File: src/hw/rtl/mandelbrot_escape_time_assert.svh
// ----------------------------------------------------------------------------
// Mandelbrot escape time: assertion macros
// Concurrent checks on clk with arst_n; empty when SYNTHESIS is set.
// ----------------------------------------------------------------------------
`ifndef MANDELBROT_ESCAPE_TIME_ASSERT_SVH
`define MANDELBROT_ESCAPE_TIME_ASSERT_SVH
`ifndef SYNTHESIS
`define MBE_ASSERT_HOLDS(lbl, prop) \
	lbl: assert property (@(posedge clk) disable iff (!arst_n) (prop)) \
		else $error("mbe: property violated");
`define MBE_ASSERT_IMPLIES(lbl, ante, cons) \
	lbl: assert property (@(posedge clk) disable iff (!arst_n) (ante) |-> (cons)) \
		else $error("mbe: property violated");
`define MBE_ASSERT_NEXT(lbl, ante, cons) \
	lbl: assert property (@(posedge clk) disable iff (!arst_n) (ante) |=> (cons)) \
		else $error("mbe: property violated");
`else
`define MBE_ASSERT_HOLDS(lbl, prop)
`define MBE_ASSERT_IMPLIES(lbl, ante, cons)
`define MBE_ASSERT_NEXT(lbl, ante, cons)
`endif
`endif

File: src/hw/rtl/mbe_pkg.sv
// ----------------------------------------------------------------------------
// Mandelbrot escape time: package
// Field widths, register map, reset values, controller states and the
// command and status bundles between controller and datapath.
// ----------------------------------------------------------------------------
`default_nettype none

package mbe_pkg;

	localparam int PIX_W    = 12;
	localparam int CNT_W    = 16;
	localparam int VAL_W    = 64;
	localparam int RAD_W    = 63;
	localparam int DIMREG_W = 13;
	localparam int ESC_W    = 5;
	localparam int CFG_IDX_W = 3;

	typedef enum logic [CFG_IDX_W-1:0] {
		CFG_CENTER_X     = 3'd0,
		CFG_CENTER_Y     = 3'd1,
		CFG_STEP_X       = 3'd2,
		CFG_STEP_Y       = 3'd3,
		CFG_FRAME_WIDTH  = 3'd4,
		CFG_FRAME_HEIGHT = 3'd5,
		CFG_MAX_ITER     = 3'd6,
		CFG_ESCAPE_RSQ   = 3'd7
	} mbe_cfg_idx_t;

	localparam logic [VAL_W-1:0]    RST_CENTER = 64'd0;
	localparam logic [RAD_W-1:0]    RST_STEP   = 63'd4503599627370;
	localparam logic [DIMREG_W-1:0] RST_DIM    = 13'd1024;
	localparam logic [CNT_W-1:0]    RST_ITER   = 16'd256;
	localparam logic [ESC_W-1:0]    RST_ESC    = 5'd4;

	typedef enum logic [2:0] {
		ST_IDLE,
		ST_MAP,
		ST_CSET,
		ST_TEST,
		ST_MUL,
		ST_RAD,
		ST_UPD,
		ST_DONE
	} mbe_state_t;

	typedef struct packed {
		logic mul_start;
		logic map;
		logic set_c;
		logic rad;
		logic upd;
		logic out_load;
	} mbe_cmd_t;

	typedef struct packed {
		logic mul_done;
		logic lim_hit;
		logic escaped;
	} mbe_status_t;

endpackage

`default_nettype wire

File: src/hw/rtl/mbe_ctrl.sv
// ----------------------------------------------------------------------------
// Mandelbrot escape time: controller
// Sequences mapping, iteration and result hand-off; owns the result valid.
// ----------------------------------------------------------------------------
`default_nettype none
`include "mandelbrot_escape_time_assert.svh"

module mbe_ctrl (
	input  wire logic                   clk,
	input  wire logic                   arst_n,
	input  wire logic                   in_valid,
	output logic                        in_ready,
	input  wire logic                   out_ready,
	output logic                        out_valid,
	output mbe_pkg::mbe_cmd_t           cmd,
	input  wire mbe_pkg::mbe_status_t   status
);

	mbe_pkg::mbe_state_t state_q, state_n;
	logic                out_valid_q;

	always_ff @(posedge clk or negedge arst_n) begin
		if (!arst_n) begin
			state_q     <= mbe_pkg::ST_IDLE;
			out_valid_q <= 1'b0;
		end else begin
			state_q <= state_n;
			if (cmd.out_load) begin
				out_valid_q <= 1'b1;
			end else if (out_ready) begin
				out_valid_q <= 1'b0;
			end
		end
	end

	always_comb begin
		state_n = state_q;
		case (state_q)
			mbe_pkg::ST_IDLE: if (in_valid) state_n = mbe_pkg::ST_MAP;
			mbe_pkg::ST_MAP:  if (status.mul_done) state_n = mbe_pkg::ST_CSET;
			mbe_pkg::ST_CSET: state_n = mbe_pkg::ST_TEST;
			mbe_pkg::ST_TEST: begin
				state_n = status.lim_hit ? mbe_pkg::ST_DONE : mbe_pkg::ST_MUL;
			end
			mbe_pkg::ST_MUL:  if (status.mul_done) state_n = mbe_pkg::ST_RAD;
			mbe_pkg::ST_RAD:  state_n = mbe_pkg::ST_UPD;
			mbe_pkg::ST_UPD: begin
				state_n = status.escaped ? mbe_pkg::ST_DONE : mbe_pkg::ST_TEST;
			end
			mbe_pkg::ST_DONE: if (!out_valid_q || out_ready) state_n = mbe_pkg::ST_IDLE;
			default: state_n = mbe_pkg::ST_IDLE;
		endcase
	end

	always_comb begin
		cmd      = '0;
		in_ready = 1'b0;
		case (state_q)
			mbe_pkg::ST_IDLE: begin
				in_ready      = 1'b1;
				cmd.map       = 1'b1;
				cmd.mul_start = in_valid;
			end
			mbe_pkg::ST_CSET: cmd.set_c = 1'b1;
			mbe_pkg::ST_TEST: cmd.mul_start = !status.lim_hit;
			mbe_pkg::ST_RAD:  cmd.rad = 1'b1;
			mbe_pkg::ST_UPD:  cmd.upd = !status.escaped;
			mbe_pkg::ST_DONE: cmd.out_load = !out_valid_q || out_ready;
			default: ;
		endcase
	end

	assign out_valid = out_valid_q;

	`MBE_ASSERT_IMPLIES(a_no_overwrite, cmd.out_load, !out_valid_q || out_ready)
	`MBE_ASSERT_IMPLIES(a_done_when_waiting, status.mul_done, state_q == mbe_pkg::ST_MAP || state_q == mbe_pkg::ST_MUL)
	`MBE_ASSERT_NEXT(a_accept_starts_map, in_valid && in_ready, state_q == mbe_pkg::ST_MAP)

endmodule

`default_nettype wire

File: config.mk
export PLATFORM = sky130hd
export DESIGN_NAME = mbe_ctrl
export DESIGN_NICKNAME = d
export VERILOG_FILES = /design/src/hw/rtl/mbe_pkg.sv /design/src/hw/rtl/mbe_ctrl.sv
export VERILOG_INCLUDE_DIRS = /design/src /design/src/hw/rtl
export SDC_FILE = /design/constraint.sdc
export NUM_CORES = 1
export LEC_CHECK = 0
export BUFFER_PORTS_ARGS = -buffer_cell sky130_fd_sc_hd__buf_2
export CORE_AREA = 2 2 39 41
export CTS_CLUSTER_DIAMETER = 80
export DETAILED_ROUTE_END_ITERATION = 16
export DIE_AREA = 0 0 41 43
export GPL_ROUTABILITY_DRIVEN = 0
export PLACE_DENSITY = 0.47
export SKIP_LAST_GASP = 1
export SYNTH_ARGS = -nofsm -noshare
export SYNTH_HDL_FRONTEND = slang
export SYNTH_SLANG_ARGS = --single-unit
File: constraint.sdc
create_clock -name clk -period 1 [get_ports clk]
set_input_delay 0.05 -clock clk [delete_from_list [all_inputs] [get_ports clk]]
set_output_delay 0.05 -clock clk [all_outputs]
set_load 0.05 [all_outputs]
## Yosys cells after proc, flatten, opt, wreduce, memory -nomap -nowiden

Index checks and enable logic that the tools add are counted.

- Add/sub/neg operators: 0
- Multiply operators: 0
- Divide/modulo/power cells: 0
- Magnitude comparators: 0
- Equal/unequal tests: 11
- Shift operators: 0
- Muxes and demuxes: 15
- Bitwise gates (word level): 0
- Reductions and logical operators: 7

Operators with widths:

| cell | count |
|---|---|
| 3-bit one-hot mux with 8 select lines | 1 |
| 3-bit two-way mux | 5 |
| 3-bit equality test, second input constant | 4 |
| 2-bit inequality test, second input constant | 4 |
| 1-bit two-way mux | 7 |
| 3-bit by 2-bit equality test with 1-bit output, second input constant | 2 |
| 4-bit AND reduction | 1 |
| 3-bit by 1-bit equality test with 1-bit output, second input constant | 1 |
| 1-bit logical NOT | 3 |
| 3-bit logical NOT | 1 |
| 2-bit two-way mux | 1 |
| 1-bit one-hot mux with 2 select lines | 1 |
| 2-bit nonzero test | 1 |
| 1-bit logical OR | 1 |

- Register bits: 4
- Latch bits: 0
- Memory bits (writable): 0
- Memory bits (read-only): 0
- Bits of input ports: 7
- Output and inout port bits: 8
- Logic and storage cells: 35
- Memories: 0

## Depth between registers and ports, before layout

Gate-level depths: netlist (run 1).

- Depth after elaboration: 4
- Mapped depth: 4

## Worst setup path after synthesis (run 1)

OpenSTA, ideal clock, no wires.

- Kind: reg2reg
- From: register state_q[1]
- To: register state_q[0]
- Library setup time: 0.122 ns
- Arrival time: 2.062 ns
- Data required time: 0.878 ns
- Path slack: -1.183 ns
- Cell stages (with the launch flop): 4
- Clock period less this slack: 2.183 ns
- Cells stage by stage: dfrtp_1 nor3_1 nand2b_1 a32o_1

- Cells in the longest elaborated chain, start to end: 3
- Elaborated cells between the ends (all ways): 14
- Those cells by class: eq/ne (11); mux (1); reduce/logical (2)

RTL lines:

| what | line | RTL |
|---|---|---|
| from (decl) | mbe_ctrl.sv:19 | `mbe_pkg::mbe_state_t state_q, state_n;` |
| from (signal assigned) | mbe_ctrl.sv:24 | `state_q <= mbe_pkg::ST_IDLE;` |
| from (signal assigned) | mbe_ctrl.sv:27 | `state_q <= state_n;` |
| 3-bit equality test (tied with other cells) | mbe_ctrl.sv:38 | `case (state_q)` |
| 2-bit inequality test (no source line) | -- |  |
| 4-bit AND reduction (no source line) | -- |  |

Parallel ways exist; a longest one is shown, timed or not.
A chain may end at the register's enable or synchronous reset.

==> run metrics, run 1 <==
outcome=finished, violations left; failing checks=negative setup slack; largest family of logic cells by synthesized area=simple AND/OR/NAND/NOR gates; post-synthesis sequential area ratio=32.39%; Max Cap Viol=0; GRT Overall Usage=around an eighth; leakage power=0.3006 nW; Max Fclk=746.7 MHz; worst reg-to-reg setup slack=-0.29 ns; Seq cells post-synth=4; worst r2r src=state_q[0]; Setup crit start kind=flip-flop; starting density of the core=22.33%; synth cell count leaders=a21oi_1, dfrtp_1, nand2_1; initial antenna violation count=0; Inserted Diodes=0; Remaining DRCs=0; CP max FO=6; core area=between 1000 and 1500 sq um; mux cell area share after synthesis=0%; CP arrival=approximately 1.3 ns; R2R Path End=state_q[0]; post-synthesis simple-gate area fraction=35.63%; endpoints failing hold=0; Yosys top cell area share=32.39%; Mean Syn Cell Area=8.830 sq um; post-synthesis xor/xnor area fraction=0%; I/O Buffers=14; filler cell count=142; global-route wire length before repair=1428 um; vias per cell=4.556; Worst Hold Class=in -> async; Worst setup EP type=primary output; Final Max Tran Viols=0; final setup violation count=10; RSZ-0062 raised after global routing=yes; Vias=369; CTS tree=yes; area leader, netlist=dfrtp_1; WL final=851 um; Setup crit start=state_q[0]; hold slack=roughly 0.15 ns; row count=14; min cycle time layout=1.339 ns; Req. time, crit path=roughly 0.95 ns; M3 GR Usage=about 3.1%; Util after Layout=between 40% and 50%; GR peak layer=met2; YS warnings=0; Synthesized Nets=42; Adder-Cell Fraction of Synth Area=0%; PD cells=3913 nW/um^2; total CTS buffers=3; worst rel slew slack=83.70%; Die Y=43 um; Critical Path Sink=cmd[1]; I/O pin count=15; area of the die=between 1500 and 2000 sq um; Worst VDD drop=1.498 mV; met1 usage=around 16%; largest net degree at the start of global routing=12; critical path class=reg -> out; post-route ant nets=0; Setup Skew=~0.00063 ns; Worst Tran Pin Value=about 0.25 ns; compound-cell area share of the yosys netlist=a little under a fifth; post-DP HPWL=~570 um; TritonRoute pass-1 iters=2; post-synth cell types=20; vias in the first global route=365; worst-case reg-to-reg path depth=4; area growth from synthesis to layout=110.1%; Synth Flop Type=dfrtp_1; Wirelength per Cell=10.51 um; dominant cells by area after synthesis=dfrtp_1, buf_6, a21oi_1, nand3_4, buf_4; final setup TNS=-2.764 ns; final worst slack=-0.3392 ns; Clock Tree Buf Depth=2; clk_lat worst skew=between 0.2 and 0.25 ns; 1st-iter DRT viols=4; die width=slightly above 40 um; async set-reset flop share out of synthesis=100.0%; Nets=74; layout cell share with drive strength beyond 1=between 60% and 70%; CTS Sinks=4; Inst Count DP=69; Post-Syn Area=~310 sq um; Tcrit/Tclk final=133.9%; CTS clk-pin slew, worst paths=~0.040 ns; cell count after synthesis=35; deepest level of the CTS H-tree=1; remaining global-route overflow=0; Non-Filler Instances=81; GR Util met2=16.88%; Tot Pwr=about 2.5 mW; number of synthesized flops with an enable pin=0; CTS Root Cell=clkbuf_4
[power breakdown]
part           internal, mW  switching (mW)  leakage, nW
combinational         0.972           0.954        0.244
sequential            0.261           0.152       0.0433
clock                 0.134          0.0677       0.0138
[sequential cells by signal, indices dropped and copies added, names as in the netlist]
register,cells
out_valid,1
state_q,3
[worst max-delay path, cell delays in order, from the launching register on]
cell	delay, ns
dfrtp_2	0.44
buf_4	0.15
nor4bb_4	0.26
buf_6	0.19
[cell type report]
type                    count  area [sq um]  share of cell area (%)
repair buffers             31         266.5                   41.04
multi-input cells          26         229.0                   35.26
flip-flops and latches      4         105.1                   16.18
clock buffers               3         22.52                   3.468
well taps                  16         20.02                   3.083
inverters                   1         6.256                  0.9634
[metal layers]
layer  share of wire [%]  up-vias
met5                   0        -
met4                   0        0
met3                 3.4        0
met2                  52        9
met1                  45      172
li1                    -      188
[repair_timing]
| item | in CTS | in global routing |
|---|---|---|
| hold endpoints to repair | 4 | 0 |
| hold buffers | 1 | 0 |
| pin swaps | 1 | 3 |
| setup endpoints to repair | 10 | 10 |
| gates resized for setup | 20 | 8 |
| setup buffers | 4 | 5 |
[worst min path at each step]
stage,startpoint,to,slack (ns)
after global routing,arst_n,state_q[0],0.15
after CTS,arst_n,state_q[2],0.14
after detailed placement,arst_n,state_q[2],-0.14
after floorplan,arst_n,out_valid,-0.25
after global placement,arst_n,state_q[2],-0.14
final,arst_n,state_q[1],0.15
[cells in the final DEF, fill, tap and decap left out]
| cell type | instances |
|---|---|
| a21oi_1 | 3 |
| nand2_1 | 4 |
| nand3b_1 | 1 |
| nor2b_4 | 1 |
| nand3_4 | 1 |
| nor3b_4 | 1 |
| dlygate4sd3_1 | 1 |
| buf_2 | 7 |
| dfrtp_2 | 4 |
| nor4bb_4 | 1 |
| nor2_1 | 1 |
| clkbuf_4 | 3 |
| a21oi_4 | 1 |
| o21bai_1 | 1 |
| buf_6 | 11 |
| o22ai_1 | 1 |
| buf_8 | 1 |
| nand2b_1 | 2 |
| nor3b_2 | 1 |
| a31oi_1 | 1 |
| a22oi_1 | 1 |
| nor3_1 | 1 |
| inv_4 | 1 |
| buf_4 | 11 |
| nor3_4 | 1 |
| a32o_1 | 1 |
| or2_1 | 2 |
[per-stage QoR]
stage / worst slack (ns) / cell area [sq um]
2_1_floorplan: -0.4337 / 372.9
3_3_place_gp: -0.2898 / 485.5
3_5_place_dp: -0.2927 / 485.5
4_1_cts: -0.3420 / 601.8
5_1_grt: -0.4017 / 649.4
6_report: -0.3392 / 649.4
[cell families after synthesis]
family / Yosys count
simple gates: 17
compound gates: 9
buf+inv: 5
flops: 4
Note: power is estimated with default switching activity, not from simulation.
==> run 2, diff against run 1 <==
Settings changed: PLACE_DENSITY 0.47 to unset, PLACE_DENSITY_LB_ADDON set to 0.3, SETUP_SLACK_MARGIN set to 0.4.
==> run 2 against run 1 <==
  * The run still ends with negative setup slack left
  * Sequential cell count stayed put
  * Die area stayed put
  * Combinational power is 5% higher
  * First-iteration DRC count is 50% lower
  * Final cell count is 3.7% higher
  * Clock-buffer cell count is 1 higher
  * Total power is 5.1% higher
  * Sequential share of layout area is 0.91 points lower
  * Utilization is 2.8 points higher
==> run metrics, run 2 (same netlist as run 1, synthesis figures left out) <==
RSZ-0062 raised after global routing=yes; Wirelength per Cell=11.08 um (+5.5%); R2R Path End=state_q[0]; layout cell share with drive strength beyond 1=75.00% (+5.8 points); WL final=931 um (+9.4%); Tcrit/Tclk final=134.4% (+0.51 points); combinational share of power=76.1% (+0.3 points); CTS Root Cell=clkbuf_4; die width=41 um (unchanged); Worst Hold Class=in -> reg; I/O Buffers=14 (unchanged); pre-CTS setup slack=-0.3085 ns (-0.01578 ns); Final Max Tran Viols=0 (unchanged); Worst VDD drop=1.815 mV (+21%); critical path class=reg -> out; Inserted Diodes=0 (unchanged); PD cells=3879 nW/um^2 (-0.86%); clk_lat worst skew=0.24 ns (about the same); commonest cells after routing, fill and taps aside=buf_6, buf_4, buf_2; Worst setup EP type=primary output; Biggest register=state_q; cell-internal power=1.441 mW (+5.4%); Hold Crit Start=out_ready; critical path buffer and inverter count=2 (unchanged); CP arrival=1.29 ns (about the same); worst r2r src=state_q[0]; outcome=finished, violations left; post-route ant nets=0 (unchanged); critical path's largest stage delay=0.42 ns (-0.02 ns); CTS tree=yes; leakage power=0.3129 nW (+4.1%); min cycle time layout=1.344 ns (+0.005053 ns); Setup Skew=0.009712 ns (+0.009082 ns); worst-case reg-to-reg path depth=4 (unchanged); Clk pwr share=8.2% (+0.2 points); Clock Tree Buf Depth=2 (unchanged); filler cell count=127 (-11%); Non-Filler Instances=84 (+3.7%); final worst slack=-0.3443 ns (-0.005053 ns); worst path cell trace=buf_4 -> nor4bb_4 -> buf_6; Max Fclk=743.9 MHz (-0.38%); core area=1384 sq um (unchanged); failing checks=negative setup slack; largest net degree at the start of global routing=11 (-1); Worst Hold End=out_valid; vias in the first global route=373 (+2.2%); Nets=76 (+2.7%); initial antenna violation count=0 (unchanged); post-DP HPWL=598.4 um (+4.1%); vias per cell=4.524 (-0.70%); worst rel slew slack=84.04% (+0.33 points); Net Sw Frac=46.03% (-0.18 points); area of the die=1763 sq um (unchanged); Max Cap Viol=0 (unchanged); Inst Count DP=71 (+2.9%); Net Switching=1.229 mW (+4.7%); CTS Sinks=4 (unchanged); global-route wire length before repair=1518 um (+6.3%); CP max FO=4 (-2); Remaining DRCs=0 (unchanged); endpoints failing hold=0 (unchanged); Worst Tran Pin Value=0.2387 ns (-0.007483 ns); Req. time, crit path=0.95 ns (about the same); Multi-input gate area=242.7 sq um (+6.0%); final setup violation count=10 (unchanged); Slowest cell on crit path=dfrtp_2; hold path depth=3; I/O pin count=15 (unchanged); most common cell after layout, fill and taps aside=buf_6; starting density of the core=22.33% (unchanged); TritonRoute pass-1 iters=3 (+1); worst reg-to-reg setup slack=-0.34 ns (-0.05 ns); Setup crit start kind=flip-flop; max reg flops=3 (unchanged); deepest level of the CTS H-tree=1 (unchanged); remaining global-route overflow=0 (unchanged); Reg area=105.1 sq um (unchanged); CTS clk-pin slew, worst paths=0.04 ns (about the same); row count=14 (unchanged); critical path's top delay family=flip-flops; GRT Overall Usage=12.84% (+1.0 points); area growth from synthesis to layout=122.7%; Vias=380 (+3.0%); Die Y=43 um (unchanged); 1st-iter DRT viols=2 (-2); Seq pwr share=15.7% (-0.6 points); total CTS buffers=3 (unchanged)
run 2: tightest hold or removal path: stages:
cell      delay (ns)
buf_2           0.07
nand2b_1        0.17
nand2_2         0.05
run 2: timing repair:
item                                    4_1_cts  5_1_grt
endpoints found under the setup margin       12       12
buffers inserted                              2        6
hold endpoints to repair                      4        0
pin swaps                                     0        7
gates cloned                                  0        0
hold buffers                                  1        0
gates resized for setup                      22       12
run 2: area by class of cell:
class                      count  share of cell area (%)
timing repair buffer          33                   41.82
multi-input combinational     26                   35.27
sequential                     4                   15.27
clock buffer                   4                   3.818
tap                           16                   2.909
inverter                       1                  0.9091
run 2: power by group through the flow:
stage,clock network [mW],logic (mW),registers [mW]
global route,0.248,2.16,0.430
global placement,0,1.41,0.442
CTS,0.232,1.68,0.449
floorplan,0,1.13,0.395
finish,0.220,2.03,0.418
detailed placement,0,1.41,0.454
run 2: worst max path at each step:
stage / startpoint / endpoint / slack, ns / cells after the start
2_1_floorplan: state_q[1] / state_q[0] / -0.43 / 3
3_3_place_gp: state_q[0] / state_q[0] / -0.27 / 3
3_5_place_dp: state_q[0] / cmd[1] / -0.31 / 3
4_1_cts: state_q[0] / cmd[1] / -0.37 / 3
5_1_grt: state_q[1] / cmd[5] / -0.40 / 4
6_report: state_q[2] / cmd[1] / -0.34 / 3
run 2: per-layer routing:
layer	wire, um	vias up	part of all wire, %	global-route usage (%)
met3	23	0	2.5	1.571
met1	393	185	42	17.11
met5	0	-	0	0
li1	-	188	-	-
met4	0	0	0	8.000
met2	513	7	55	18.75
run 2: metrics by stage:
| stage | area, sq um | TNS, ns | util (%) | hold slack (ns) | power, mW |
|---|---|---|---|---|---|
| final | 688.2 | -2.944 | 49.73 | 0.1370 | 2.670 |
| after global routing | 688.2 | -3.558 | 49.73 | 0.1473 | 2.836 |
| after CTS | 611.8 | -2.775 | 44.21 | 0.1307 | 2.357 |
| after detailed placement | 500.5 | -2.019 | 36.17 | -0.1384 | 1.863 |
| after global placement | 500.5 | -1.767 | 36.17 | -0.1367 | 1.847 |
| after floorplan | 372.9 | -2.189 | - | -0.2456 | 1.521 |
==> run 3, diff against run 2 <==
Clock period 1 ns to 1.25 ns, I/O delays scaled along.
==> run 3 against run 2 <==
  * The flow still finishes with violations (negative setup slack)
  * Clock power shrank 28%
  * Hold slack gained 0.014 ns
  * Sequential share of layout area grew 0.40 points
  * Non-clock buffer count shrank 4
  * Via count grew 1.3%
  * Wire length grew 1.1%
  * Global-route usage grew 1.1 points
  * Combinational power shrank 22%
  * Final cell count shrank 6.0%
  * Critical path type unchanged
==> run metrics, run 3 (same netlist as run 1, synthesis figures left out) <==
I/O Buffers=14 (unchanged); Setup Skew=0.002252 ns (-0.007460 ns); outcome=finished, violations left; post-route ant nets=0 (unchanged); WL final=941 um (+1.1%); worst r2r src=state_q[0]; Net Sw Frac=46.80% (+0.77 points); Remaining DRCs=0 (unchanged); initial antenna violation count=0 (unchanged); Max Fclk=715.9 MHz; endpoints failing hold=0 (unchanged); Setup crit start=state_q[0]; RSZ-0062 raised after global routing=yes; Vias=385 (+1.3%); Biggest register=state_q; CTS clk-pin slew, worst paths=0.04 ns (about the same); Net Switching=0.9884 mW (-20%); CTS Sinks=4 (unchanged); I/O pin count=15 (unchanged); PD cells=3149 nW/um^2 (-19%); Die Y=43 um (unchanged); total CTS buffers=3 (unchanged); die width=41 um (unchanged); hold slack=0.1505 ns (+0.01354 ns); Inserted Diodes=0 (unchanged); commonest cells after routing, fill and taps aside=buf_6, buf_2, buf_4; area of the die=1763 sq um (unchanged); critical path class=reg -> out; Req. time, crit path=1.19 ns (+0.24 ns); Seq pwr share=17.2% (+1.5 points); critical path's top delay family=flip-flops; design area=670.6 sq um (-2.5%); area growth from synthesis to layout=117.0%; combinational share of power=75.3% (-0.8 points); Tcrit/Tclk final=111.7%; Clk pwr share=7.5% (-0.7 points); max reg flops=3 (unchanged); CTS Root Cell=clkbuf_4; post-DP HPWL=613.8 um (+2.6%); CP arrival=1.33 ns (+0.04 ns); critical path buffer and inverter count=3 (+1); Max Cap Viol=0 (unchanged); Worst VDD drop=1.111 mV (-39%); row count=14 (unchanged); final worst slack=-0.1468 ns (+0.1974 ns); min cycle time layout=between 1 and 1.5 ns; worst path cell trace=buf_4 -> nand3_4 -> buf_6 -> nor2b_4 -> buf_6; Slowest cell on crit path=dfrtp_2; critical path's largest stage delay=0.46 ns (+0.04 ns); vias in the first global route=352 (-5.6%); worst rel slew slack=85.45% (+1.4 points); GRT Overall Usage=13.94% (+1.1 points); CTS tree=yes; CP most frequent cell=buf_6; most common cell after layout, fill and taps aside=buf_6; TritonRoute pass-1 iters=4 (+1); starting density of the core=22.33% (unchanged); Worst Tran Pin Value=0.2179 ns (-0.02075 ns); deepest level of the CTS H-tree=1 (unchanged); largest net degree at the start of global routing=9 (-2); cell-internal power=1.124 mW (-22%); failing checks=negative setup slack; Hold Crit Start=in_valid; Setup crit start kind=flip-flop; Worst Hold Class=in -> reg; Clock Tree Buf Depth=2 (unchanged); Nets=72 (-5.3%); remaining global-route overflow=0 (unchanged); 1st-iter DRT viols=13 (+11); Worst setup EP type=primary output; core area=1384 sq um (unchanged); filler cell count=138 (+8.7%); final setup violation count=8 (-2); leakage power=0.3025 nW (-3.3%); CP max FO=6 (+2); vias per cell=4.873 (+7.7%); layout cell share with drive strength beyond 1=73.02% (-2.0 points); global-route wire length before repair=1600 um (+5.4%); Wirelength per Cell=11.91 um (+7.5%); clk_lat worst skew=0.23 ns (about the same); Final Max Tran Viols=0 (unchanged); Post-DP Area=485.5 sq um (-3.0%)
==> run 3: changes by cell type in the layout (fill, tap and decap cells not counted), sizes merged <==
| cell | before | now |
|---|---|---|
| clkbuf | 4 | 3 |
| buf | 32 | 28 |
==> run 3: area by class of cell <==
type                    count  area, sq um  share of cell area (%)
well taps                  16        20.02                   2.985
clock buffers               3        22.52                   3.358
flip-flops and latches      4        105.1                   15.67
inverters                   1        3.754                  0.5597
multi-input cells          26        254.0                   37.87
repair buffers             29        265.3                   39.55
==> run 3: path summary, 6_finish.rpt <==
| check | end | slack, ns | depth (start not counted) |
|---|---|---|---|
| min in group asynchronous | out_valid | 0.16 | 2 |
| min reg2reg | out_valid | 0.58 | 2 |
| min | state_q[2] | 0.15 | 3 |
| max reg2reg | state_q[0] | -0.06 | 4 |
| max | cmd[0] | -0.15 | 5 |
| max in group asynchronous | state_q[1] | 0.95 | 2 |
==> run 3: power by group through the flow <==
| stage | clock network, mW | logic [mW] | registers (mW) |
|---|---|---|---|
| after floorplan | 0 | 0.901 | 0.316 |
| after CTS | 0.167 | 1.44 | 0.358 |
| after global routing | 0.182 | 1.69 | 0.378 |
| after detailed placement | 0 | 1.11 | 0.365 |
| after global placement | 0 | 1.10 | 0.355 |
| final | 0.158 | 1.59 | 0.364 |
==> run 3: metal layers <==
metal / up-vias / share of wire (%) / global-route usage [%]
met5: - / 0 / 0
met4: 0 / 0 / 6.000
met3: 0 / 6.3 / 6.283
met2: 14 / 58 / 20.00
met1: 191 / 36 / 17.38
li1: 180 / - / -
==> run 3: stage by stage <==
stage                     power [mW]  cells  util (%)  setup WS, ns  TNS [ns]
final                          2.112     79     48.46       -0.1468   -0.7993
after CTS                      1.961     77     45.03       -0.1266   -0.5869
after floorplan                1.217     35         -       -0.1837   -0.4081
after global routing           2.248     79     48.46       -0.2052    -1.302
after global placement         1.458     69     35.08      0.006758         0
after detailed placement       1.472     69     35.08      -0.03864  -0.06449
==> run 3: worst register-to-register path, cell delays in order (launching register included) <==
cell and delay, ns:
dfrtp_2 0.46, buf_4 0.16, nand3_4 0.07, or2_1 0.24, a32o_1 0.26
==> run 3: timing repair <==
action,4_1_cts,5_1_grt
gates resized for setup,28,8
setup buffers,4,2
pin swaps,3,3
hold buffers,1,0
endpoints found under the setup margin,12,12
endpoints found under the hold margin,4,0
